===== src/rtl/fqrwl_pkg.sv =====
// ----------------------------------------------------------------------------
// fqrwl_pkg
// Shared types, codes and constants for the fair queue reader-writer lock.
// ----------------------------------------------------------------------------
package fqrwl_pkg;

  localparam int NUM_REQUESTERS = 16;
  localparam int ID_W           = $clog2(NUM_REQUESTERS);
  localparam int LINK_W         = ID_W + 1;
  localparam int RID_W          = 4;
  localparam int MAX_RES        = 16;
  localparam int CNT_W          = $clog2(MAX_RES + 1);

  typedef logic [LINK_W-1:0] link_t;

  localparam link_t NIL_LINK = LINK_W'(NUM_REQUESTERS);

  typedef enum logic [1:0] {
    CMD_RD_LOCK   = 2'd0,
    CMD_RD_UNLOCK = 2'd1,
    CMD_WR_LOCK   = 2'd2,
    CMD_WR_UNLOCK = 2'd3
  } cmd_t;

  typedef enum logic [2:0] {
    ROLE_IDLE   = 3'd0,
    ROLE_WAIT_R = 3'd1,
    ROLE_ACT_R  = 3'd2,
    ROLE_WAIT_W = 3'd3,
    ROLE_ACT_W  = 3'd4
  } role_t;

  typedef enum logic [2:0] {
    S_IDLE,
    S_CHECK,
    S_ENQ,
    S_UNLINK,
    S_POP,
    S_HAND
  } state_t;

  typedef struct packed {
    logic             status;
    logic             grant_valid;
    logic [RID_W-1:0] grant_id;
    logic             grant_is_writer;
    logic             last;
  } result_t;

  function automatic logic is_node(link_t x);
    return x < LINK_W'(NUM_REQUESTERS);
  endfunction

endpackage


===== src/rtl/fqrwl_if.sv =====
// ----------------------------------------------------------------------------
// fqrwl_cmd_if / fqrwl_res_if
// Valid-ready channels for lock commands and lock results.
// ----------------------------------------------------------------------------
interface fqrwl_cmd_if;
  logic                        valid;
  logic                        ready;
  fqrwl_pkg::cmd_t             cmd;
  logic [fqrwl_pkg::RID_W-1:0] requester_id;

  modport source (output valid, output cmd, output requester_id, input ready);
  modport sink   (input valid, input cmd, input requester_id, output ready);
endinterface

interface fqrwl_res_if;
  logic                        valid;
  logic                        ready;
  logic                        status;
  logic                        grant_valid;
  logic [fqrwl_pkg::RID_W-1:0] grant_id;
  logic                        grant_is_writer;
  logic                        last;

  modport source (output valid, output status, output grant_valid, output grant_id,
                  output grant_is_writer, output last, input ready);
  modport sink   (input valid, input status, input grant_valid, input grant_id,
                  input grant_is_writer, input last, output ready);
endinterface


===== src/rtl/fair_queue_rw_lock_arbiter_core.sv =====
// ----------------------------------------------------------------------------
// fair_queue_rw_lock_arbiter_core
// FIFO-fair reader-writer lock manager over a doubly linked waiter queue.
// ----------------------------------------------------------------------------
// Lock: S_CHECK on an empty queue, else S_CHECK, S_ENQ; reader unlink: S_CHECK, S_UNLINK.
// Release by the head: S_CHECK, S_POP, then S_HAND, repeated for each reader granted.
// Each link/role store has one write port and one registered read port.
// The next command is taken the cycle after the final result enters the output register.
// Synchronous reset clears the sequencer, head, tail and the per-entry valid bits,
// so every entry reads as null links and idle role at once; no clearing pass.
module fair_queue_rw_lock_arbiter_core (
  input logic         clk,
  input logic         rst,
  fqrwl_cmd_if.sink   req,
  fqrwl_res_if.source res
);

  localparam int NR    = fqrwl_pkg::NUM_REQUESTERS;
  localparam int ID_W  = fqrwl_pkg::ID_W;
  localparam int RID_W = fqrwl_pkg::RID_W;
  localparam int CNT_W = fqrwl_pkg::CNT_W;

  fqrwl_pkg::state_t  state, state_next;
  fqrwl_pkg::cmd_t    cmd_r, cmd_next;
  logic [RID_W-1:0]   id_r, id_next;
  fqrwl_pkg::link_t   head, head_next;
  fqrwl_pkg::link_t   tail, tail_next;
  fqrwl_pkg::link_t   x_r, x_next;
  logic [CNT_W-1:0]   cnt, cnt_next;
  logic               pend_v, pend_v_next;
  logic [ID_W-1:0]    pend_id, pend_id_next;

  fqrwl_pkg::link_t   nmem [NR];
  fqrwl_pkg::link_t   pmem [NR];
  fqrwl_pkg::role_t   rmem [NR];
  logic [NR-1:0]      nvld, pvld, rvld;
  fqrwl_pkg::link_t   rd_next, rd_prev;
  fqrwl_pkg::role_t   rd_role;
  logic [ID_W-1:0]    raddr;

  logic               nwe, pwe, rwe;
  logic [ID_W-1:0]    nwa, pwa, rwa;
  fqrwl_pkg::link_t   nwd, pwd;
  fqrwl_pkg::role_t   rwd;

  logic               out_valid;
  fqrwl_pkg::result_t out_res;
  logic               push;
  fqrwl_pkg::result_t push_res;
  logic               slot;

  logic               in_range, is_lock, is_reader, ok;
  logic [ID_W-1:0]    id_idx;
  fqrwl_pkg::link_t   id_link;

  assign id_idx    = ID_W'(id_r);
  assign id_link   = fqrwl_pkg::LINK_W'(id_r);
  assign in_range  = int'(id_r) < NR;
  assign is_lock   = (cmd_r == fqrwl_pkg::CMD_RD_LOCK) || (cmd_r == fqrwl_pkg::CMD_WR_LOCK);
  assign is_reader = (cmd_r == fqrwl_pkg::CMD_RD_LOCK);
  assign ok = in_range && (is_lock ? (rd_role == fqrwl_pkg::ROLE_IDLE) :
              (cmd_r == fqrwl_pkg::CMD_RD_UNLOCK) ? (rd_role == fqrwl_pkg::ROLE_ACT_R) :
                                                  (rd_role == fqrwl_pkg::ROLE_ACT_W));
  assign slot      = !out_valid || res.ready;
  assign req.ready = (state == fqrwl_pkg::S_IDLE);

  always_ff @(posedge clk) begin
    if (rst) begin
      state  <= fqrwl_pkg::S_IDLE;
      head   <= fqrwl_pkg::NIL_LINK;
      tail   <= fqrwl_pkg::NIL_LINK;
      cnt    <= '0;
      pend_v <= 1'b0;
    end else begin
      state  <= state_next;
      head   <= head_next;
      tail   <= tail_next;
      cnt    <= cnt_next;
      pend_v <= pend_v_next;
    end
  end

  always_ff @(posedge clk) begin
    cmd_r   <= cmd_next;
    id_r    <= id_next;
    x_r     <= x_next;
    pend_id <= pend_id_next;
  end

  always_comb begin
    state_next   = state;
    cmd_next     = cmd_r;
    id_next      = id_r;
    head_next    = head;
    tail_next    = tail;
    x_next       = x_r;
    cnt_next     = cnt;
    pend_v_next  = pend_v;
    pend_id_next = pend_id;
    nwe          = 1'b0;
    nwa          = id_idx;
    nwd          = fqrwl_pkg::NIL_LINK;
    pwe          = 1'b0;
    pwa          = id_idx;
    pwd          = fqrwl_pkg::NIL_LINK;
    rwe          = 1'b0;
    rwa          = id_idx;
    rwd          = fqrwl_pkg::ROLE_IDLE;
    push         = 1'b0;
    push_res     = '0;
    case (state)
      fqrwl_pkg::S_IDLE: begin
        if (req.valid) begin
          cmd_next   = req.cmd;
          id_next    = req.requester_id;
          state_next = fqrwl_pkg::S_CHECK;
        end
      end
      fqrwl_pkg::S_CHECK: begin
        if (slot) begin
          cnt_next    = '0;
          pend_v_next = 1'b0;
          if (!ok) begin
            push            = 1'b1;
            push_res.status = 1'b1;
            push_res.last   = 1'b1;
            state_next      = fqrwl_pkg::S_IDLE;
          end else if (is_lock) begin
            nwe = 1'b1;
            if (!fqrwl_pkg::is_node(tail)) begin
              pwe                      = 1'b1;
              rwe                      = 1'b1;
              rwd                      = is_reader ? fqrwl_pkg::ROLE_ACT_R :
                                                     fqrwl_pkg::ROLE_ACT_W;
              head_next                = id_link;
              tail_next                = id_link;
              push                     = 1'b1;
              push_res.grant_valid     = 1'b1;
              push_res.grant_id        = id_r;
              push_res.grant_is_writer = !is_reader;
              push_res.last            = 1'b1;
              state_next               = fqrwl_pkg::S_IDLE;
            end else begin
              state_next = fqrwl_pkg::S_ENQ;
            end
          end else if (cmd_r == fqrwl_pkg::CMD_RD_UNLOCK && fqrwl_pkg::is_node(rd_prev)) begin
            nwe = 1'b1;
            nwa = rd_prev[ID_W-1:0];
            nwd = rd_next;
            if (fqrwl_pkg::is_node(rd_next)) begin
              pwe = 1'b1;
              pwa = rd_next[ID_W-1:0];
              pwd = rd_prev;
            end else begin
              tail_next = rd_prev;
            end
            rwe        = 1'b1;
            state_next = fqrwl_pkg::S_UNLINK;
          end else begin
            head_next = rd_next;
            if (fqrwl_pkg::is_node(rd_next)) begin
              pwe = 1'b1;
              pwa = rd_next[ID_W-1:0];
            end else begin
              tail_next = fqrwl_pkg::NIL_LINK;
            end
            nwe        = 1'b1;
            rwe        = 1'b1;
            x_next     = rd_next;
            state_next = fqrwl_pkg::S_POP;
          end
        end
      end
      fqrwl_pkg::S_ENQ: begin
        if (slot) begin
          pwe       = 1'b1;
          pwd       = tail;
          nwe       = 1'b1;
          nwa       = tail[ID_W-1:0];
          nwd       = id_link;
          tail_next = id_link;
          rwe       = 1'b1;
          push      = 1'b1;
          push_res.last = 1'b1;
          if (is_reader && rd_role == fqrwl_pkg::ROLE_ACT_R) begin
            rwd                  = fqrwl_pkg::ROLE_ACT_R;
            push_res.grant_valid = 1'b1;
            push_res.grant_id    = id_r;
          end else begin
            rwd = is_reader ? fqrwl_pkg::ROLE_WAIT_R : fqrwl_pkg::ROLE_WAIT_W;
          end
          state_next = fqrwl_pkg::S_IDLE;
        end
      end
      fqrwl_pkg::S_UNLINK: begin
        if (slot) begin
          nwe           = 1'b1;
          pwe           = 1'b1;
          push          = 1'b1;
          push_res.last = 1'b1;
          state_next    = fqrwl_pkg::S_IDLE;
        end
      end
      fqrwl_pkg::S_POP: begin
        pwe        = 1'b1;
        state_next = fqrwl_pkg::S_HAND;
      end
      fqrwl_pkg::S_HAND: begin
        if (slot) begin
          rwa = x_r[ID_W-1:0];
          if (fqrwl_pkg::is_node(x_r) && cnt == '0 && rd_role == fqrwl_pkg::ROLE_WAIT_W) begin
            rwe                      = 1'b1;
            rwd                      = fqrwl_pkg::ROLE_ACT_W;
            push                     = 1'b1;
            push_res.grant_valid     = 1'b1;
            push_res.grant_id        = RID_W'(x_r[ID_W-1:0]);
            push_res.grant_is_writer = 1'b1;
            push_res.last            = 1'b1;
            state_next               = fqrwl_pkg::S_IDLE;
          end else if (fqrwl_pkg::is_node(x_r) && rd_role == fqrwl_pkg::ROLE_WAIT_R &&
                       cnt < CNT_W'(fqrwl_pkg::MAX_RES)) begin
            rwe = 1'b1;
            rwd = fqrwl_pkg::ROLE_ACT_R;
            if (pend_v) begin
              push                 = 1'b1;
              push_res.grant_valid = 1'b1;
              push_res.grant_id    = RID_W'(pend_id);
            end
            pend_v_next  = 1'b1;
            pend_id_next = x_r[ID_W-1:0];
            cnt_next     = cnt + CNT_W'(1);
            x_next       = rd_next;
          end else begin
            push          = 1'b1;
            push_res.last = 1'b1;
            if (pend_v) begin
              push_res.grant_valid = 1'b1;
              push_res.grant_id    = RID_W'(pend_id);
            end
            pend_v_next = 1'b0;
            state_next  = fqrwl_pkg::S_IDLE;
          end
        end
      end
      default: begin
        state_next = fqrwl_pkg::S_IDLE;
      end
    endcase
  end

  always_comb begin
    case (state_next)
      fqrwl_pkg::S_CHECK: raddr = ID_W'(id_next);
      fqrwl_pkg::S_ENQ:   raddr = tail[ID_W-1:0];
      default:            raddr = x_next[ID_W-1:0];
    endcase
  end

  always_ff @(posedge clk) begin
    if (nwe) begin
      nmem[nwa] <= nwd;
    end
    if (pwe) begin
      pmem[pwa] <= pwd;
    end
    if (rwe) begin
      rmem[rwa] <= rwd;
    end
    rd_next <= nvld[raddr] ? nmem[raddr] : fqrwl_pkg::NIL_LINK;
    rd_prev <= pvld[raddr] ? pmem[raddr] : fqrwl_pkg::NIL_LINK;
    rd_role <= rvld[raddr] ? rmem[raddr] : fqrwl_pkg::ROLE_IDLE;
  end

  always_ff @(posedge clk) begin
    if (rst) begin
      nvld <= '0;
      pvld <= '0;
      rvld <= '0;
    end else begin
      if (nwe) begin
        nvld[nwa] <= 1'b1;
      end
      if (pwe) begin
        pvld[pwa] <= 1'b1;
      end
      if (rwe) begin
        rvld[rwa] <= 1'b1;
      end
    end
  end

  always_ff @(posedge clk) begin
    if (rst) begin
      out_valid <= 1'b0;
    end else if (push) begin
      out_valid <= 1'b1;
    end else if (res.ready) begin
      out_valid <= 1'b0;
    end
  end

  always_ff @(posedge clk) begin
    if (push) begin
      out_res <= push_res;
    end
  end

  assign res.valid           = out_valid;
  assign res.status          = out_res.status;
  assign res.grant_valid     = out_res.grant_valid;
  assign res.grant_id        = out_res.grant_id;
  assign res.grant_is_writer = out_res.grant_is_writer;
  assign res.last            = out_res.last;

  a_head_tail_empty: assert property (@(posedge clk) disable iff (rst)
    fqrwl_pkg::is_node(head) == fqrwl_pkg::is_node(tail))
    else $error("head and tail disagree on queue empty");

  a_cnt_bound: assert property (@(posedge clk) disable iff (rst)
    cnt <= CNT_W'(fqrwl_pkg::MAX_RES))
    else $error("grant chain count out of bound");

  a_error_result: assert property (@(posedge clk) disable iff (rst)
    res.valid && res.status |-> !res.grant_valid && res.last)
    else $error("error result carries a grant or is not last");

  a_busy_after_transfer: assert property (@(posedge clk) disable iff (rst)
    req.valid && req.ready |=> !req.ready)
    else $error("command taken while previous command in progress");

endmodule


===== src/flat_wrapper.sv =====
// flat-port wrapper written by rule: the top's interface ports become plain ports
module fair_queue_rw_lock_arbiter_core_flat 
  (clk, rst, req_valid, req_cmd, req_requester_id, req_ready, res_valid, res_status, res_grant_valid, res_grant_id, res_grant_is_writer, res_last, res_ready);
  fqrwl_cmd_if req_i ();
  fqrwl_res_if res_i ();
  input logic clk;
  input logic rst;
  input wire logic [$bits(req_i.valid)-1:0] req_valid;
  input wire logic [$bits(req_i.cmd)-1:0] req_cmd;
  input wire logic [$bits(req_i.requester_id)-1:0] req_requester_id;
  output wire logic [$bits(req_i.ready)-1:0] req_ready;
  output wire logic [$bits(res_i.valid)-1:0] res_valid;
  output wire logic [$bits(res_i.status)-1:0] res_status;
  output wire logic [$bits(res_i.grant_valid)-1:0] res_grant_valid;
  output wire logic [$bits(res_i.grant_id)-1:0] res_grant_id;
  output wire logic [$bits(res_i.grant_is_writer)-1:0] res_grant_is_writer;
  output wire logic [$bits(res_i.last)-1:0] res_last;
  input wire logic [$bits(res_i.ready)-1:0] res_ready;
  assign req_i.valid = req_valid;
  assign req_i.cmd = req_cmd;
  assign req_i.requester_id = req_requester_id;
  assign req_ready = req_i.ready;
  assign res_valid = res_i.valid;
  assign res_status = res_i.status;
  assign res_grant_valid = res_i.grant_valid;
  assign res_grant_id = res_i.grant_id;
  assign res_grant_is_writer = res_i.grant_is_writer;
  assign res_last = res_i.last;
  assign res_i.ready = res_ready;
  fair_queue_rw_lock_arbiter_core u_core (.clk(clk), .rst(rst), .req(req_i), .res(res_i));
endmodule

===== config.mk =====
export PLATFORM = sky130hd
export DESIGN_NAME = fair_queue_rw_lock_arbiter_core_flat
export DESIGN_NICKNAME = d
export VERILOG_FILES = /design/src/rtl/fqrwl_pkg.sv /design/src/rtl/fqrwl_if.sv /design/src/rtl/fair_queue_rw_lock_arbiter_core.sv /design/src/flat_wrapper.sv
export SDC_FILE = /design/constraint.sdc
export NUM_CORES = 1
export LEC_CHECK = 0
export BUFFER_PORTS_ARGS = -buffer_cell sky130_fd_sc_hd__buf_2
export CAP_MARGIN = 20
export CORE_ASPECT_RATIO = 1.25
export CORE_MARGIN = 2
export CORE_UTILIZATION = 30
export CTS_BUF_LIST = sky130_fd_sc_hd__clkbuf_4 sky130_fd_sc_hd__clkbuf_8
export DETAILED_ROUTE_END_ITERATION = 12
export PLACE_DENSITY_LB_ADDON = 0.15
export SYNTH_ARGS = -nofsm -noshare
export SYNTH_HDL_FRONTEND = slang
export SYNTH_SLANG_ARGS = --single-unit

===== constraint.sdc =====
create_clock -name clk -period 4.1 [get_ports clk]
set_input_delay 0.205 -clock clk [delete_from_list [all_inputs] [get_ports clk]]
set_output_delay 0.205 -clock clk [all_outputs]
set_load 0.02 [all_outputs]

==> results of run 1 <==
## metal layers
layer / part of all wire, % / global-route usage, % / vias to the layer above
li1: - / - / 4413
met3: 4.1 / 2.525 / 92
met2: 48 / 28.63 / 229
met4: 4.0 / 7.329 / 0
met5: 0 / 0 / -
met1: 44 / 21.60 / 4492
## synth_stat cells (4+ instances only)
cell type | n | area [um2]
sky130_fd_sc_hd__o21ai_1 | 5 | 25.02
sky130_fd_sc_hd__nand2_1 | 226 | 848.3
sky130_fd_sc_hd__o21ba_2 | 15 | 150.1
sky130_fd_sc_hd__nand3b_1 | 5 | 37.54
sky130_fd_sc_hd__edfxtp_1 | 223 | 6696
sky130_fd_sc_hd__nor2b_1 | 6 | 37.54
sky130_fd_sc_hd__a211oi_1 | 25 | 187.7
sky130_fd_sc_hd__inv_1 | 23 | 86.33
sky130_fd_sc_hd__a32oi_1 | 34 | 297.8
sky130_fd_sc_hd__buf_2 | 24 | 120.1
sky130_fd_sc_hd__a21o_1 | 5 | 37.54
sky130_fd_sc_hd__nor3_1 | 30 | 150.1
sky130_fd_sc_hd__a21oi_1 | 61 | 305.3
sky130_fd_sc_hd__nand3_1 | 64 | 320.3
sky130_fd_sc_hd__o211a_1 | 4 | 40.04
sky130_fd_sc_hd__nand2b_1 | 6 | 37.54
sky130_fd_sc_hd__dfxtp_1 | 84 | 1682
sky130_fd_sc_hd__and2_1 | 11 | 68.82
sky130_fd_sc_hd__mux2i_1 | 21 | 210.2
sky130_fd_sc_hd__a22o_1 | 8 | 70.07
sky130_fd_sc_hd__o21a_1 | 4 | 30.03
sky130_fd_sc_hd__o21ai_0 | 24 | 120.1
sky130_fd_sc_hd__buf_4 | 4 | 30.03
sky130_fd_sc_hd__clkbuf_1 | 32 | 120.1
sky130_fd_sc_hd__mux2_2 | 9 | 101.4
sky130_fd_sc_hd__nand4_1 | 22 | 137.6
sky130_fd_sc_hd__nor2_1 | 107 | 401.6
sky130_fd_sc_hd__o22ai_1 | 14 | 87.58
sky130_fd_sc_hd__nor3b_1 | 4 | 30.03
## final timing paths
path,start,endpoint,cells past startpoint
max,u_core.cmd_r[1]$_DFFE_PP_,u_core.rd_prev[4]$_SDFF_PN1_,11
min,req_valid,u_core.id_idx[3]$_DFF_P_,3
max reg2reg,u_core.cmd_r[1]$_DFFE_PP_,u_core.rd_prev[4]$_SDFF_PN1_,11
min reg2reg,u_core.rvld[9]$_SDFFE_PP0P_,u_core.rvld[9]$_SDFFE_PP0P_,2
## area by class of cell
type,instances,area (um2),share of cell area (%)
clock buffer,75,919.6,6.089
inverter,23,86.33,0.5717
multi-input combinational,769,4355,28.84
tap,565,706.9,4.681
clock inverter,14,90.09,0.5965
sequential,307,8378,55.48
timing repair buffer,78,565.5,3.745
## kinds of logic (layout without fill, tap and decap cells)
| group | count (synthesis) | after routing |
|---|---|---|
| XOR/XNOR | 2 | 2 |
| AND/OR/NAND/NOR | 501 | 501 |
| AO/OA/AOI/OAI | 232 | 232 |
| buffers and inverters | 87 | 190 |
| adder cells (fa/ha/maj) | 2 | 2 |
| multiplexers | 32 | 32 |
| flip-flops | 307 | 307 |
## sequential cells by signal, summed over array words and instances, names as in the netlist, 16 cells and up
signal       cells
u_core.rvld     16
u_core.pvld     16
u_core.nmem     80
u_core.rmem     48
u_core.nvld     16
u_core.pmem     80
## critical path, delay by kind of cell, from the launching register on
kind | cells | cell delay, ns
AO/OA/AOI/OAI | 5 | 1.40
multiplexers | 2 | 0.77
buffers and inverters | 2 | 0.71
flip-flops | 1 | 0.51
AND/OR/NAND/NOR | 2 | 0.31
## what timing repair did
| action | CTS | global route |
|---|---|---|
| setup endpoints to repair | 0 | 1 |
| endpoints found under the hold margin | 6 | 0 |
| buffers inserted | 0 | 5 |
| hold buffers | 6 | 0 |
## report_power, final
| group | leakage [nW] | internal (mW) | switching (mW) |
|---|---|---|---|
| combinational | 2.23 | 0.647 | 1.28 |
| clock | 0.533 | 1.49 | 1.20 |
| sequential | 2.47 | 3.42 | 0.170 |
==> impl_results.html, run 1 <==
<table>
<tr><th>Metric</th><th>Value</th></tr>
<tr><th colspan="2">Status</th></tr>
<tr><td>Status</td><td>finished, final reports clean</td></tr>
<tr><th colspan="2">Logic synthesis</th></tr>
<tr><td>Combinational family with the most area after synthesis</td><td>simple AND/OR/NAND/NOR gates</td></tr>
<tr><td>Count of mapped cells out of synthesis</td><td>1163</td></tr>
<tr><td>Count of flip-flops with a built-in enable after synthesis</td><td>223</td></tr>
<tr><td>Proportion of synthesized flip-flops having asynchronous set or reset</td><td>0%</td></tr>
<tr><td>Compound-gate portion of the synthesized area</td><td>12.89%</td></tr>
<tr><td>Most used flip-flop cell after synthesis</td><td>sky130_fd_sc_hd__edfxtp_1</td></tr>
<tr><td>Warnings from Yosys</td><td>0</td></tr>
<tr><td>Flop and latch count out of synthesis</td><td>307</td></tr>
<tr><td>Post-synthesis xor/xnor area fraction</td><td>0.1337%</td></tr>
<tr><td>Post-synth net total</td><td>1175</td></tr>
<tr><td>Cell variety after synth</td><td>67</td></tr>
<tr><td>Post-Synth Adder-Cell Area</td><td>0.1910%</td></tr>
<tr><td>Average cell area after synthesis</td><td>11.26 um2</td></tr>
<tr><td>Cell Area, Synth</td><td>13100 um2</td></tr>
<tr><td>Share of cell area taken by muxes after synthesis</td><td>2.665%</td></tr>
<tr><td>Sequential-to-total area share from yosys stat</td><td>63.95%</td></tr>
<tr><td>Area fraction in and, or, nand and nor cells after synthesis</td><td>17.15%</td></tr>
<tr><th colspan="2">Setup path</th></tr>
<tr><td>Critical-path top delay cell</td><td>sky130_fd_sc_hd__edfxtp_1</td></tr>
<tr><td>Type of the setup path with the least slack</td><td>reg -&gt; reg</td></tr>
<tr><td>Critical path data required time</td><td>4.60 ns</td></tr>
<tr><td>List of cells traversed by the critical path</td><td>nor2_1, mux2_2, a32oi_4, mux2_2, o22ai_4, buf_4, buf_4, nand2_1, a32oi_1, o22a_1, a41o_1</td></tr>
<tr><td>CP Capture Type</td><td>flip-flop</td></tr>
<tr><td>Setup slack of the most critical reg-to-reg path</td><td>0.30 ns</td></tr>
<tr><td>Kind of start point of the critical path</td><td>flip-flop</td></tr>
<tr><td>Largest fanout on the critical path</td><td>39</td></tr>
<tr><td>Arrival time at the worst endpoint</td><td>4.30 ns</td></tr>
<tr><td>Largest stage delay on the critical path</td><td>0.51 ns</td></tr>
<tr><th colspan="2">Place</th></tr>
<tr><td>Number of buffers inserted by port buffering</td><td>19</td></tr>
<tr><td>Post-DP Area</td><td>13990 um2</td></tr>
<tr><td>Setup slack after placement</td><td>0.2046 ns</td></tr>
<tr><td>HPWL after DPL</td><td>25.96 mm</td></tr>
<tr><td># placed instances</td><td>1731</td></tr>
<tr><td>Final GP Congestion</td><td>0.8304</td></tr>
<tr><th colspan="2">Floorplanning</th></tr>
<tr><td>Placeable core region</td><td>43070 um2</td></tr>
<tr><td>Total die area</td><td>45360 um2</td></tr>
<tr><td>Die Span Y</td><td>237.6 um</td></tr>
<tr><td>Initial core utilization</td><td>30.41%</td></tr>
<tr><td>Number of standard-cell rows in the floorplan</td><td>85</td></tr>
<tr><td>Die width</td><td>190.9 um</td></tr>
<tr><td>I/O pin total</td><td>20</td></tr>
<tr><th colspan="2">STA</th></tr>
<tr><td>Hold violation count in the final report</td><td>0</td></tr>
<tr><td>Unrepaired setup endpoints after global routing</td><td>false</td></tr>
<tr><td>Highest achievable clock rate</td><td>263.0 MHz</td></tr>
<tr><td>Min Tclk post-route</td><td>3.802 ns</td></tr>
<tr><td>Post-route setup TNS</td><td>0 ns</td></tr>
<tr><td>Final Hold Slack</td><td>0.1547 ns</td></tr>
<tr><td>Part of the cycle the worst path needs</td><td>92.73%</td></tr>
<tr><td>Worst rel slew slack</td><td>32.82%</td></tr>
<tr><td>Number of setup violations in the final report</td><td>0</td></tr>
<tr><td>Number of max-slew violations in the final report</td><td>0</td></tr>
<tr><td>Final WS setup</td><td>0.2982 ns</td></tr>
<tr><td>Final Skew</td><td>0.04015 ns</td></tr>
<tr><td>Slew of the pin with the lowest slew margin</td><td>1.000 ns</td></tr>
<tr><th colspan="2">Final layout</th></tr>
<tr><td>Nets</td><td>1239</td></tr>
<tr><td>Leading cell types in the layout, fill and taps excluded</td><td>sky130_fd_sc_hd__nand2_1, sky130_fd_sc_hd__edfxtp_1, sky130_fd_sc_hd__nor2_1, sky130_fd_sc_hd__dfxtp_1, sky130_fd_sc_hd__nand3_1</td></tr>
<tr><td>Area of all placed cells without fillers</td><td>15100 um2</td></tr>
<tr><td>Post-layout util</td><td>35.06%</td></tr>
<tr><td>Fraction of final layout cells sized beyond drive strength 1</td><td>15.72%</td></tr>
<tr><td>Commonest non-fill, non-tap cell in the layout</td><td>sky130_fd_sc_hd__nand2_1</td></tr>
<tr><td>Number of standard cells in the layout, taps in and fillers out</td><td>1831</td></tr>
<tr><td>Diodes inserted</td><td>0</td></tr>
<tr><td>Fill cell instance count of the final layout</td><td>4341</td></tr>
<tr><td>Signed area change from the synthesized netlist to the final layout</td><td>15.28%</td></tr>
<tr><th colspan="2">Flow run</th></tr>
<tr><td>Reported max-cap violation count</td><td>0</td></tr>
<tr><th colspan="2">GRT</th></tr>
<tr><td>Total track usage</td><td>17.00%</td></tr>
<tr><td>Pin count of the biggest net entering global routing</td><td>64</td></tr>
<tr><td>Via count of the first global-routing pass</td><td>9449</td></tr>
<tr><td>Aggregate global routing overflow</td><td>0</td></tr>
<tr><td>Number of antenna violations at the first check in global routing</td><td>0</td></tr>
<tr><td>First-pass GRT wire length</td><td>58.01 mm</td></tr>
<tr><th colspan="2">Clock network</th></tr>
<tr><td>Clock latency on the worst-skew pair</td><td>0.59 ns</td></tr>
<tr><td>TritonCTS clock tree</td><td>built</td></tr>
<tr><td>Number of levels the H-tree was split into</td><td>2</td></tr>
<tr><td>Maximum count of clock buffers along a single path</td><td>3</td></tr>
<tr><td>Cell at the root of the clock tree</td><td>sky130_fd_sc_hd__clkbuf_8</td></tr>
<tr><td>Gates resized, CTS repair</td><td>0</td></tr>
<tr><td>Post-CTS clock slew at the launch and capture registers of the worst setup and hold paths</td><td>0.06 ns</td></tr>
<tr><td>Number of clock sinks seen by CTS</td><td>307</td></tr>
<tr><td>Total CTS buffers</td><td>48</td></tr>
<tr><th colspan="2">Power</th></tr>
<tr><td>Cell area power density</td><td>543.6 nW/um2</td></tr>
<tr><td>Worst vdd ir</td><td>301.2 uV</td></tr>
<tr><td>P_leak</td><td>5.236 nW</td></tr>
<tr><td>Power Total</td><td>8.210 mW</td></tr>
<tr><th colspan="2">Route</th></tr>
<tr><td>Average wire per standard cell</td><td>20.66 um</td></tr>
<tr><td>Total number of vias</td><td>9226</td></tr>
<tr><td>Drt total wl</td><td>37.83 mm</td></tr>
<tr><td>First DRT Iteration DRCs</td><td>530</td></tr>
<tr><td>DR pass1 iterations</td><td>8</td></tr>
<tr><td>Remaining DRCs</td><td>0</td></tr>
<tr><td>Final ANT Viol Nets</td><td>0</td></tr>
<tr><td>Via-to-Cell Ratio</td><td>5.039</td></tr>
<tr><th colspan="2">Worst hold path</th></tr>
<tr><td>Min-Delay Path Class</td><td>in -&gt; reg</td></tr>
</table>
No activity file was read; power rests on OpenSTA's default activity.
==> run 2, diff against run 1 <==
--- a/config.mk
+++ b/config.mk
@@ -5,6 +5,7 @@
 export SDC_FILE = /design/constraint.sdc
 export NUM_CORES = 1
 export LEC_CHECK = 0
+export ABC_AREA = 1
 export BUFFER_PORTS_ARGS = -buffer_cell sky130_fd_sc_hd__buf_2
 export CAP_MARGIN = 20
 export CORE_ASPECT_RATIO = 1.25
==> run 2 against run 1 <==
Against the previous run:
- critical path depth increased by 6
- global-route usage increased by 0.19 points
- area after synthesis increased by 9.0%
- highest routed layer unchanged
- register-to-register slack improved by 0.38 ns
- worst hold slack got worse by 0.097 ns
- clock power increased by 6%
- largest power group unchanged
==> impl_results.html, run 2 <==
<table>
<tr><th>Metric</th><th>Value</th></tr>
<tr><th colspan="2">STA</th></tr>
<tr><td>Hold violation count in the final report</td><td>0</td></tr>
<tr><td>Unrepaired setup endpoints after global routing</td><td>false</td></tr>
<tr><td>Part of the cycle the worst path needs</td><td>83.42%</td></tr>
<tr><td>Min Tclk post-route</td><td>3.420 ns</td></tr>
<tr><td>Highest achievable clock rate</td><td>292.4 MHz</td></tr>
<tr><td>Worst rel slew slack</td><td>34.49%</td></tr>
<tr><td>Final Skew</td><td>0.03312 ns</td></tr>
<tr><td>Number of setup violations in the final report</td><td>0</td></tr>
<tr><td>Final Hold Slack</td><td>0.05752 ns</td></tr>
<tr><td>Post-route setup TNS</td><td>0 ns</td></tr>
<tr><td>Number of max-slew violations in the final report</td><td>0</td></tr>
<tr><td>Slew of the pin with the lowest slew margin</td><td>0.9737 ns</td></tr>
<tr><th colspan="2">Worst hold path</th></tr>
<tr><td>Min-Delay Path Class</td><td>in -&gt; reg</td></tr>
<tr><td>Count of cells along the worst hold path</td><td>4</td></tr>
<tr><td>Worst Hold Launch</td><td>res_ready</td></tr>
<tr><td>Min-Delay Endpoint</td><td>u_core.res.valid$_SDFFE_PP0P_</td></tr>
<tr><th colspan="2">Final layout</th></tr>
<tr><td>Post-layout util</td><td>34.42%</td></tr>
<tr><td>Fraction of final layout cells sized beyond drive strength 1</td><td>10.29%</td></tr>
<tr><td>Leading cell types in the layout, fill and taps excluded</td><td>sky130_fd_sc_hd__nand3_1, sky130_fd_sc_hd__inv_1, sky130_fd_sc_hd__nand2_1, sky130_fd_sc_hd__edfxtp_1, sky130_fd_sc_hd__nor2_1</td></tr>
<tr><td>Commonest non-fill, non-tap cell in the layout</td><td>sky130_fd_sc_hd__nand3_1</td></tr>
<tr><td>Top flop regs</td><td>u_core.nmem (80), u_core.pmem (80), u_core.rmem (48)</td></tr>
<tr><td>Nets</td><td>1643</td></tr>
<tr><td>Signed area change from the synthesized netlist to the final layout</td><td>13.51%</td></tr>
<tr><th colspan="2">Clock network</th></tr>
<tr><td>Number of clock sinks seen by CTS</td><td>307</td></tr>
<tr><td>Total CTS buffers</td><td>49</td></tr>
<tr><td>Gates resized, CTS repair</td><td>0</td></tr>
<tr><td>Clock latency on the worst-skew pair</td><td>0.60 ns</td></tr>
<tr><td>Maximum count of clock buffers along a single path</td><td>3</td></tr>
<tr><td>TritonCTS clock tree</td><td>built</td></tr>
<tr><td>Number of levels the H-tree was split into</td><td>2</td></tr>
<tr><td>Post-CTS clock slew at the launch and capture registers of the worst setup and hold paths</td><td>0.06 ns</td></tr>
<tr><td>Cell at the root of the clock tree</td><td>sky130_fd_sc_hd__clkbuf_8</td></tr>
<tr><th colspan="2">Power</th></tr>
<tr><td>Cell area power density</td><td>559.7 nW/um2</td></tr>
<tr><td>P_leak</td><td>6.817 nW</td></tr>
<tr><td>Power Total</td><td>9.075 mW</td></tr>
<tr><td>Worst vdd ir</td><td>404.5 uV</td></tr>
<tr><th colspan="2">Logic synthesis</th></tr>
<tr><td>Proportion of synthesized flip-flops having asynchronous set or reset</td><td>0%</td></tr>
<tr><td>Leading cell types by total area after synthesis</td><td>sky130_fd_sc_hd__edfxtp_1, sky130_fd_sc_hd__dfxtp_1, sky130_fd_sc_hd__nand3_1</td></tr>
<tr><td>Count of flip-flops with a built-in enable after synthesis</td><td>223</td></tr>
<tr><td>Flop and latch count out of synthesis</td><td>307</td></tr>
<tr><td>Area fraction of the dominant cell type after synthesis</td><td>46.88%</td></tr>
<tr><td>Warnings from Yosys</td><td>0</td></tr>
<tr><td>Cell Area, Synth</td><td>14280 um2</td></tr>
<tr><td>Count of mapped cells out of synthesis</td><td>1593</td></tr>
<tr><td>Post-synth net total</td><td>1605</td></tr>
<tr><td>Sequential-to-total area share from yosys stat</td><td>58.65%</td></tr>
<tr><td>Post-synth top cells</td><td>sky130_fd_sc_hd__nand3_1, sky130_fd_sc_hd__inv_1, sky130_fd_sc_hd__nand2_1</td></tr>
<tr><td>Most common cell in the netlist</td><td>sky130_fd_sc_hd__nand3_1</td></tr>
<tr><td>Most used flip-flop cell after synthesis</td><td>sky130_fd_sc_hd__edfxtp_1</td></tr>
<tr><td>Average cell area after synthesis</td><td>8.967 um2</td></tr>
<tr><td>Library cell with the largest summed area after synthesis</td><td>sky130_fd_sc_hd__edfxtp_1</td></tr>
<tr><td>Cell variety after synth</td><td>39</td></tr>
<tr><th colspan="2">Floorplanning</th></tr>
<tr><td>Placeable core region</td><td>47100 um2</td></tr>
<tr><td>Die Span Y</td><td>248.0 um</td></tr>
<tr><td>I/O pin total</td><td>20</td></tr>
<tr><td>Number of standard-cell rows in the floorplan</td><td>89</td></tr>
<tr><td>Initial core utilization</td><td>30.33%</td></tr>
<tr><td>Die width</td><td>199.2 um</td></tr>
<tr><td>Total die area</td><td>49390 um2</td></tr>
<tr><th colspan="2">Route</th></tr>
<tr><td>Via-to-Cell Ratio</td><td>4.731</td></tr>
<tr><td>DR pass1 iterations</td><td>5</td></tr>
<tr><td>Final ANT Viol Nets</td><td>0</td></tr>
<tr><td>Average wire per standard cell</td><td>17.94 um</td></tr>
<tr><td>Total number of vias</td><td>10920</td></tr>
<tr><td>Remaining DRCs</td><td>0</td></tr>
<tr><td>First DRT Iteration DRCs</td><td>823</td></tr>
<tr><td>Drt total wl</td><td>41.43 mm</td></tr>
<tr><th colspan="2">GRT</th></tr>
<tr><td>Total track usage</td><td>17.19%</td></tr>
<tr><td>Pin count of the biggest net entering global routing</td><td>125</td></tr>
<tr><td>First-pass GRT wire length</td><td>64.23 mm</td></tr>
<tr><td>Via count of the first global-routing pass</td><td>10820</td></tr>
<tr><td>Number of antenna violations at the first check in global routing</td><td>1</td></tr>
<tr><td>Aggregate global routing overflow</td><td>0</td></tr>
<tr><th colspan="2">Setup path</th></tr>
<tr><td>Worst reg2reg startpoint</td><td>u_core.cmd_r[0]$_DFFE_PP_</td></tr>
<tr><td>Setup slack of the most critical reg-to-reg path</td><td>0.68 ns</td></tr>
<tr><td>Path depth of the worst reg2reg path</td><td>17</td></tr>
<tr><td>Arrival time at the worst endpoint</td><td>3.94 ns</td></tr>
<tr><td>End of the worst register-to-register path</td><td>u_core.rd_role[2]$_SDFF_PN0_</td></tr>
<tr><td>Largest fanout on the critical path</td><td>44</td></tr>
<tr><td>Type of the setup path with the least slack</td><td>reg -&gt; reg</td></tr>
<tr><td>Critical path data required time</td><td>4.62 ns</td></tr>
<tr><td>CP Capture Type</td><td>flip-flop</td></tr>
<tr><td>Kind of start point of the critical path</td><td>flip-flop</td></tr>
<tr><th colspan="2">Flow run</th></tr>
<tr><td>Reported max-cap violation count</td><td>0</td></tr>
<tr><th colspan="2">Place</th></tr>
<tr><td>Number of buffers inserted by port buffering</td><td>19</td></tr>
<tr><td>HPWL after DPL</td><td>26.73 mm</td></tr>
<tr><td>Final GP Congestion</td><td>0.9277</td></tr>
<tr><th colspan="2">Status</th></tr>
<tr><td>Status</td><td>finished, final reports clean</td></tr>
</table>
==> run 2: per-layer routing <==
metal | track usage (%) | wire [um] | share of wire (%) | vias to the layer above
li1 | - | - | - | 5306
met1 | 22.08 | 18170 | 44 | 5290
met2 | 29.97 | 20550 | 50 | 252
met4 | 5.553 | 1093 | 2.6 | 0
met3 | 2.106 | 1613 | 3.9 | 76
met5 | 0 | 0 | 0 | -
==> run 2: worst max-delay path by stage <==
stage | startpoint | cells past startpoint | slack (ns) | to
floorplan | u_core.res.valid$_SDFFE_PP0P_ | 11 | 1.48 | u_core.nmem[8][0]$_DFFE_PP_
global placement | u_core.cmd_r[1]$_DFFE_PP_ | 16 | 0.72 | u_core.rd_prev[4]$_SDFF_PN1_
detailed placement | u_core.cmd_r[1]$_DFFE_PP_ | 16 | 0.71 | u_core.rd_prev[4]$_SDFF_PN1_
CTS | u_core.cmd_r[0]$_DFFE_PP_ | 17 | 0.69 | u_core.rd_role[2]$_SDFF_PN0_
global route | u_core.cmd_r[0]$_DFFE_PP_ | 19 | 0.41 | u_core.rd_role[2]$_SDFF_PN0_
finish | u_core.cmd_r[0]$_DFFE_PP_ | 17 | 0.68 | u_core.rd_role[2]$_SDFF_PN0_
==> run 2: logic make-up (layout without fill, tap and decap cells) <==
logic type                 after synthesis  after routing  share of synthesized area (%)
other                                    0              1                              0
DFF                                    307            307                          58.65
buffers and inverters                  361            439                          10.27
and+or+nand+nor                        814            814                          26.40
AOI/OAI and AO/OA                      109            109                          4.502
adders and majority gates                2              2                         0.1751
==> run 2: layout make-up <==
class / instances / area [um2]
Antenna cell: 1 / 2.502
Clock buffer: 73 / 898.4
Clock inverter: 18 / 162.7
Fill cell: 4921 / 30890
Inverter: 295 / 1110
Multi-Input combinational cell: 925 / 4463
Sequential cell: 307 / 8378
Tap cell: 637 / 797.0
Timing Repair Buffer: 53 / 402.9
==> run 2: where the power goes <==
part	total [mW]	switching (mW)	internal (mW)
Clock	2.86	1.27	1.60
Combinational	2.66	1.90	0.763
Sequential	3.55	0.105	3.44
Total	9.07	3.27	5.80
==> run 2: per-stage QoR <==
stage	instances	instance area, um2	setup slack, ns
floorplan	1593	14290	1.483
global placement	2211	15090	0.7203
detailed placement	2211	15090	0.7146
CTS	2308	16210	0.6891
global route	2309	16210	0.4050
finish	2309	16210	0.6799
==> run 2: timing repair <==
item                      4_1_cts  5_1_grt
hold endpoints to repair        6        0
buffers inserted                0        0
hold buffers                    6        0
==> run 2: critical path, stage by stage, from the launching register on <==
cell	delay, ns
sky130_fd_sc_hd__edfxtp_1	0.48
sky130_fd_sc_hd__nand2_1	0.13
sky130_fd_sc_hd__nor2_2	0.31
sky130_fd_sc_hd__nand4_2	0.27
sky130_fd_sc_hd__nand2_2	0.17
sky130_fd_sc_hd__nor2_2	0.05
sky130_fd_sc_hd__nand2_2	0.13
sky130_fd_sc_hd__nand2_1	0.15
sky130_fd_sc_hd__inv_2	0.15
sky130_fd_sc_hd__nand2_2	0.08
sky130_fd_sc_hd__nand2_4	0.51
sky130_fd_sc_hd__buf_4	0.27
sky130_fd_sc_hd__nand3_1	0.08
sky130_fd_sc_hd__nand3_1	0.11
sky130_fd_sc_hd__nand3_1	0.14
sky130_fd_sc_hd__nand2_1	0.11
sky130_fd_sc_hd__nand2_1	0.09
sky130_fd_sc_hd__inv_1	0.09
==> run 3, diff against run 2 <==
==> constraint.sdc (replaced) <==
create_clock -name clk -period 2.8 [get_ports clk]
set_input_delay 0.14 -clock clk [delete_from_list [all_inputs] [get_ports clk]]
set_output_delay 0.14 -clock clk [all_outputs]
set_load 0.02 [all_outputs]
==> run 3 against run 2 <==
Against the previous run:
- the run now ends with setup timing left
- critical path depth increased by 2
- non-clock buffer count grew 135
- design area increased by 10%
- critical path type unchanged
==> impl_results.html, run 3 (synthesis gave the netlist of run 2 again) <==
<table>
<tr><th>Metric</th><th>Value</th></tr>
<tr><th colspan="2">Status</th></tr>
<tr><td>Status</td><td>finished, violations left</td></tr>
<tr><td>Violations in the final reports</td><td>setup timing</td></tr>
<tr><th colspan="2">Setup path</th></tr>
<tr><td>Path depth of the worst reg2reg path</td><td>19</td></tr>
<tr><td>Critical path data required time</td><td>3.34 ns</td></tr>
<tr><td>End of the worst register-to-register path</td><td>u_core.rd_prev[2]$_SDFF_PN0_</td></tr>
<tr><td>Kind of start point of the critical path</td><td>flip-flop</td></tr>
<tr><td>Largest fanout on the critical path</td><td>15</td></tr>
<tr><td>CP Capture Type</td><td>flip-flop</td></tr>
<tr><td>Worst reg2reg startpoint</td><td>u_core.cmd_r[1]$_DFFE_PP_</td></tr>
<tr><td>Type of the setup path with the least slack</td><td>reg -&gt; reg</td></tr>
<tr><td>Setup slack of the most critical reg-to-reg path</td><td>-0.01 ns</td></tr>
<tr><td>Arrival time at the worst endpoint</td><td>3.36 ns</td></tr>
<tr><th colspan="2">Worst hold path</th></tr>
<tr><td>Min-Delay Endpoint</td><td>u_core.cmd_r[1]$_DFFE_PP_</td></tr>
<tr><td>Count of cells along the worst hold path</td><td>2</td></tr>
<tr><td>Worst Hold Launch</td><td>req_cmd[1]</td></tr>
<tr><td>Min-Delay Path Class</td><td>in -&gt; reg</td></tr>
<tr><th colspan="2">Route</th></tr>
<tr><td>DR pass1 iterations</td><td>4</td></tr>
<tr><td>Via-to-Cell Ratio</td><td>4.682</td></tr>
<tr><td>Final ANT Viol Nets</td><td>0</td></tr>
<tr><td>Drt total wl</td><td>45.75 mm</td></tr>
<tr><td>Average wire per standard cell</td><td>18.68 um</td></tr>
<tr><td>Total number of vias</td><td>11470</td></tr>
<tr><td>First DRT Iteration DRCs</td><td>741</td></tr>
<tr><td>Remaining DRCs</td><td>0</td></tr>
<tr><th colspan="2">Clock network</th></tr>
<tr><td>Maximum count of clock buffers along a single path</td><td>3</td></tr>
<tr><td>Number of clock sinks seen by CTS</td><td>307</td></tr>
<tr><td>Clock latency on the worst-skew pair</td><td>0.60 ns</td></tr>
<tr><td>Total CTS buffers</td><td>51</td></tr>
<tr><td>Number of levels the H-tree was split into</td><td>2</td></tr>
<tr><td>Cell at the root of the clock tree</td><td>sky130_fd_sc_hd__clkbuf_8</td></tr>
<tr><td>Post-CTS clock slew at the launch and capture registers of the worst setup and hold paths</td><td>0.06 ns</td></tr>
<tr><td>TritonCTS clock tree</td><td>built</td></tr>
<tr><th colspan="2">Floorplanning</th></tr>
<tr><td>Placeable core region</td><td>47100 um2</td></tr>
<tr><td>Total die area</td><td>49390 um2</td></tr>
<tr><td>I/O pin total</td><td>20</td></tr>
<tr><td>Die width</td><td>199.2 um</td></tr>
<tr><td>Die Span Y</td><td>248.0 um</td></tr>
<tr><td>Number of standard-cell rows in the floorplan</td><td>89</td></tr>
<tr><td>Initial core utilization</td><td>30.33%</td></tr>
<tr><th colspan="2">Final layout</th></tr>
<tr><td>Fill cell instance count of the final layout</td><td>4746</td></tr>
<tr><td>Top flop regs</td><td>u_core.nmem (80), u_core.pmem (80), u_core.rmem (48)</td></tr>
<tr><td>Number of standard cells in the layout, taps in and fillers out</td><td>2449</td></tr>
<tr><td>Area of all placed cells without fillers</td><td>17900 um2</td></tr>
<tr><td>Signed area change from the synthesized netlist to the final layout</td><td>25.30%</td></tr>
<tr><td>Fraction of final layout cells sized beyond drive strength 1</td><td>19.16%</td></tr>
<tr><td>Nets</td><td>1781</td></tr>
<tr><td>Post-layout util</td><td>38.00%</td></tr>
<tr><td>Commonest non-fill, non-tap cell in the layout</td><td>sky130_fd_sc_hd__nand3_1</td></tr>
<tr><td>Leading cell types in the layout, fill and taps excluded</td><td>sky130_fd_sc_hd__nand3_1, sky130_fd_sc_hd__nand2_1, sky130_fd_sc_hd__inv_1, sky130_fd_sc_hd__edfxtp_1, sky130_fd_sc_hd__nor2_1</td></tr>
<tr><th colspan="2">Place</th></tr>
<tr><td># placed instances</td><td>2321</td></tr>
<tr><td>Post-DP Area</td><td>16060 um2</td></tr>
<tr><td>Final GP Congestion</td><td>0.9079</td></tr>
<tr><td>Setup slack after placement</td><td>-0.01852 ns</td></tr>
<tr><td>Number of buffers inserted by port buffering</td><td>19</td></tr>
<tr><td>HPWL after DPL</td><td>28.41 mm</td></tr>
<tr><th colspan="2">Power</th></tr>
<tr><td>Part of the total power dissipated in sequential elements</td><td>35.4%</td></tr>
<tr><td>P_sw</td><td>5.222 mW</td></tr>
<tr><td>Fraction of power consumed by combinational cells</td><td>35.3%</td></tr>
<tr><td>P_leak</td><td>7.685 nW</td></tr>
<tr><td>Worst vdd ir</td><td>431.5 uV</td></tr>
<tr><td>Proportion of power drawn by the clock network</td><td>29.2%</td></tr>
<tr><td>Cell-internal power</td><td>9.467 mW</td></tr>
<tr><td>Fraction of power spent switching nets</td><td>35.55%</td></tr>
<tr><td>Cell area power density</td><td>820.7 nW/um2</td></tr>
<tr><th colspan="2">STA</th></tr>
<tr><td>Unrepaired setup endpoints after global routing</td><td>true</td></tr>
<tr><td>Worst rel slew slack</td><td>47.02%</td></tr>
<tr><td>Number of setup violations in the final report</td><td>1</td></tr>
<tr><td>Final WS setup</td><td>-0.01202 ns</td></tr>
<tr><td>Final Skew</td><td>0.02141 ns</td></tr>
<tr><td>Part of the cycle the worst path needs</td><td>100.4%</td></tr>
<tr><td>Number of max-slew violations in the final report</td><td>0</td></tr>
<tr><td>Hold violation count in the final report</td><td>0</td></tr>
<tr><td>Slew of the pin with the lowest slew margin</td><td>0.7947 ns</td></tr>
<tr><td>Min Tclk post-route</td><td>2.812 ns</td></tr>
<tr><td>Highest achievable clock rate</td><td>355.6 MHz</td></tr>
<tr><th colspan="2">Flow run</th></tr>
<tr><td>Reported max-cap violation count</td><td>0</td></tr>
<tr><th colspan="2">GRT</th></tr>
<tr><td>Total track usage</td><td>17.65%</td></tr>
<tr><td>Via count of the first global-routing pass</td><td>11460</td></tr>
<tr><td>Pin count of the biggest net entering global routing</td><td>79</td></tr>
<tr><td>Aggregate global routing overflow</td><td>0</td></tr>
<tr><td>Number of antenna violations at the first check in global routing</td><td>1</td></tr>
<tr><td>First-pass GRT wire length</td><td>66.23 mm</td></tr>
</table>
[run 3: changes by cell type in the layout (fill, tap and decap cells not counted), moves of 4 or more]
cell / change
sky130_fd_sc_hd__buf_12: +12
sky130_fd_sc_hd__buf_16: +5
sky130_fd_sc_hd__buf_4: +101
sky130_fd_sc_hd__buf_6: +4
sky130_fd_sc_hd__clkbuf_16: +9
sky130_fd_sc_hd__inv_1: -13
sky130_fd_sc_hd__inv_2: +11
sky130_fd_sc_hd__nand2_1: -8
sky130_fd_sc_hd__nand2_2: +5
sky130_fd_sc_hd__nand3_1: -6
sky130_fd_sc_hd__nand3_2: +5
sky130_fd_sc_hd__nor2_1: -12
sky130_fd_sc_hd__nor2_2: +10
[run 3: power by group through the flow]
stage          Clock (mW)  Combinational [mW]  Sequential [mW]
6_report             4.29                5.19             5.21
3_3_place_gp            0                4.45             5.30
4_1_cts              4.41                4.54             5.20
2_1_floorplan           0                2.74             5.22
3_5_place_dp            0                4.42             5.29
5_1_grt              4.60                5.64             5.21
[run 3: repair_timing]
action                     4_1_cts  5_1_grt
gates resized for setup          9       60
pin swaps                        0        5
hold endpoints to repair        10        0
setup endpoints to repair       47      225
hold buffers                     9        0
setup buffers                    1        8
gates cloned                     1       13
[run 3: area by class of cell]
cell class                      instances  area, um2  share of cell area [%]
Sequential cell                       307       8378                   46.81
Multi-Input combinational cell        926       4632                   25.88
Timing Repair Buffer                  188       1854                   10.36
Inverter                              295       1125                   6.285
Clock buffer                           77      947.2                   5.292
Tap cell                              637      797.0                   4.453
Clock inverter                         18      162.7                  0.9088
Antenna cell                            1      2.502                 0.01398
[run 3: worst max-delay path by stage]
stage / from / to / slack [ns] / cells after the start
3_3_place_gp: u_core.cmd_r[0]$_DFFE_PP_ / u_core.pmem[15][0]$_DFFE_PP_ / -0.02 / 13
2_1_floorplan: u_core.res.valid$_SDFFE_PP0P_ / u_core.nmem[8][0]$_DFFE_PP_ / 0.18 / 11
4_1_cts: u_core.cmd_r[0]$_DFFE_PP_ / u_core.rd_next[4]$_SDFF_PN1_ / -0.009 / 17
6_report: u_core.cmd_r[1]$_DFFE_PP_ / u_core.rd_prev[2]$_SDFF_PN0_ / -0.01 / 19
5_1_grt: u_core.cmd_r[1]$_DFFE_PP_ / u_core.rd_prev[2]$_SDFF_PN0_ / -0.12 / 19
3_5_place_dp: u_core.cmd_r[0]$_DFFE_PP_ / u_core.rd_prev[0]$_SDFF_PN0_ / -0.02 / 18
[run 3: metal layers]
metal,vias up,global-route usage (%),part of all wire (%)
met2,263,30.99,49
li1,5591,-,-
met4,0,5.553,3.0
met3,81,2.351,4.0
met1,5532,22.41,44
met5,-,0,0
[run 3: through the flow]
stage	setup TNS [ns]	hold WS, ns	power [mW]
floorplan	0	0.2389	7.963
global route	-1.475	0.2209	15.45
detailed placement	-0.1118	0.3189	9.717
global placement	-0.1517	0.3214	9.749
finish	-0.01202	0.2519	14.69
CTS	-0.009011	0.1992	14.16
[run 3: critical path, stage by stage, from the launching register on]
cell and delay (ns):
sky130_fd_sc_hd__edfxtp_1 0.49, sky130_fd_sc_hd__inv_1 0.11, sky130_fd_sc_hd__nand2_2 0.08, sky130_fd_sc_hd__nor2_2 0.31, sky130_fd_sc_hd__nand4_2 0.21, sky130_fd_sc_hd__nand2_4 0.15, sky130_fd_sc_hd__nor2_4 0.05, sky130_fd_sc_hd__nand2_4 0.11
sky130_fd_sc_hd__nand2_2 0.08, sky130_fd_sc_hd__inv_2 0.12, sky130_fd_sc_hd__nand2_2 0.08, sky130_fd_sc_hd__nand2_4 0.11, sky130_fd_sc_hd__buf_12 0.15, sky130_fd_sc_hd__buf_4 0.16, sky130_fd_sc_hd__nand3_1 0.09, sky130_fd_sc_hd__nand3_1 0.11
sky130_fd_sc_hd__nand3_1 0.12, sky130_fd_sc_hd__nand2_1 0.10, sky130_fd_sc_hd__nand2_1 0.06, sky130_fd_sc_hd__inv_1 0.06
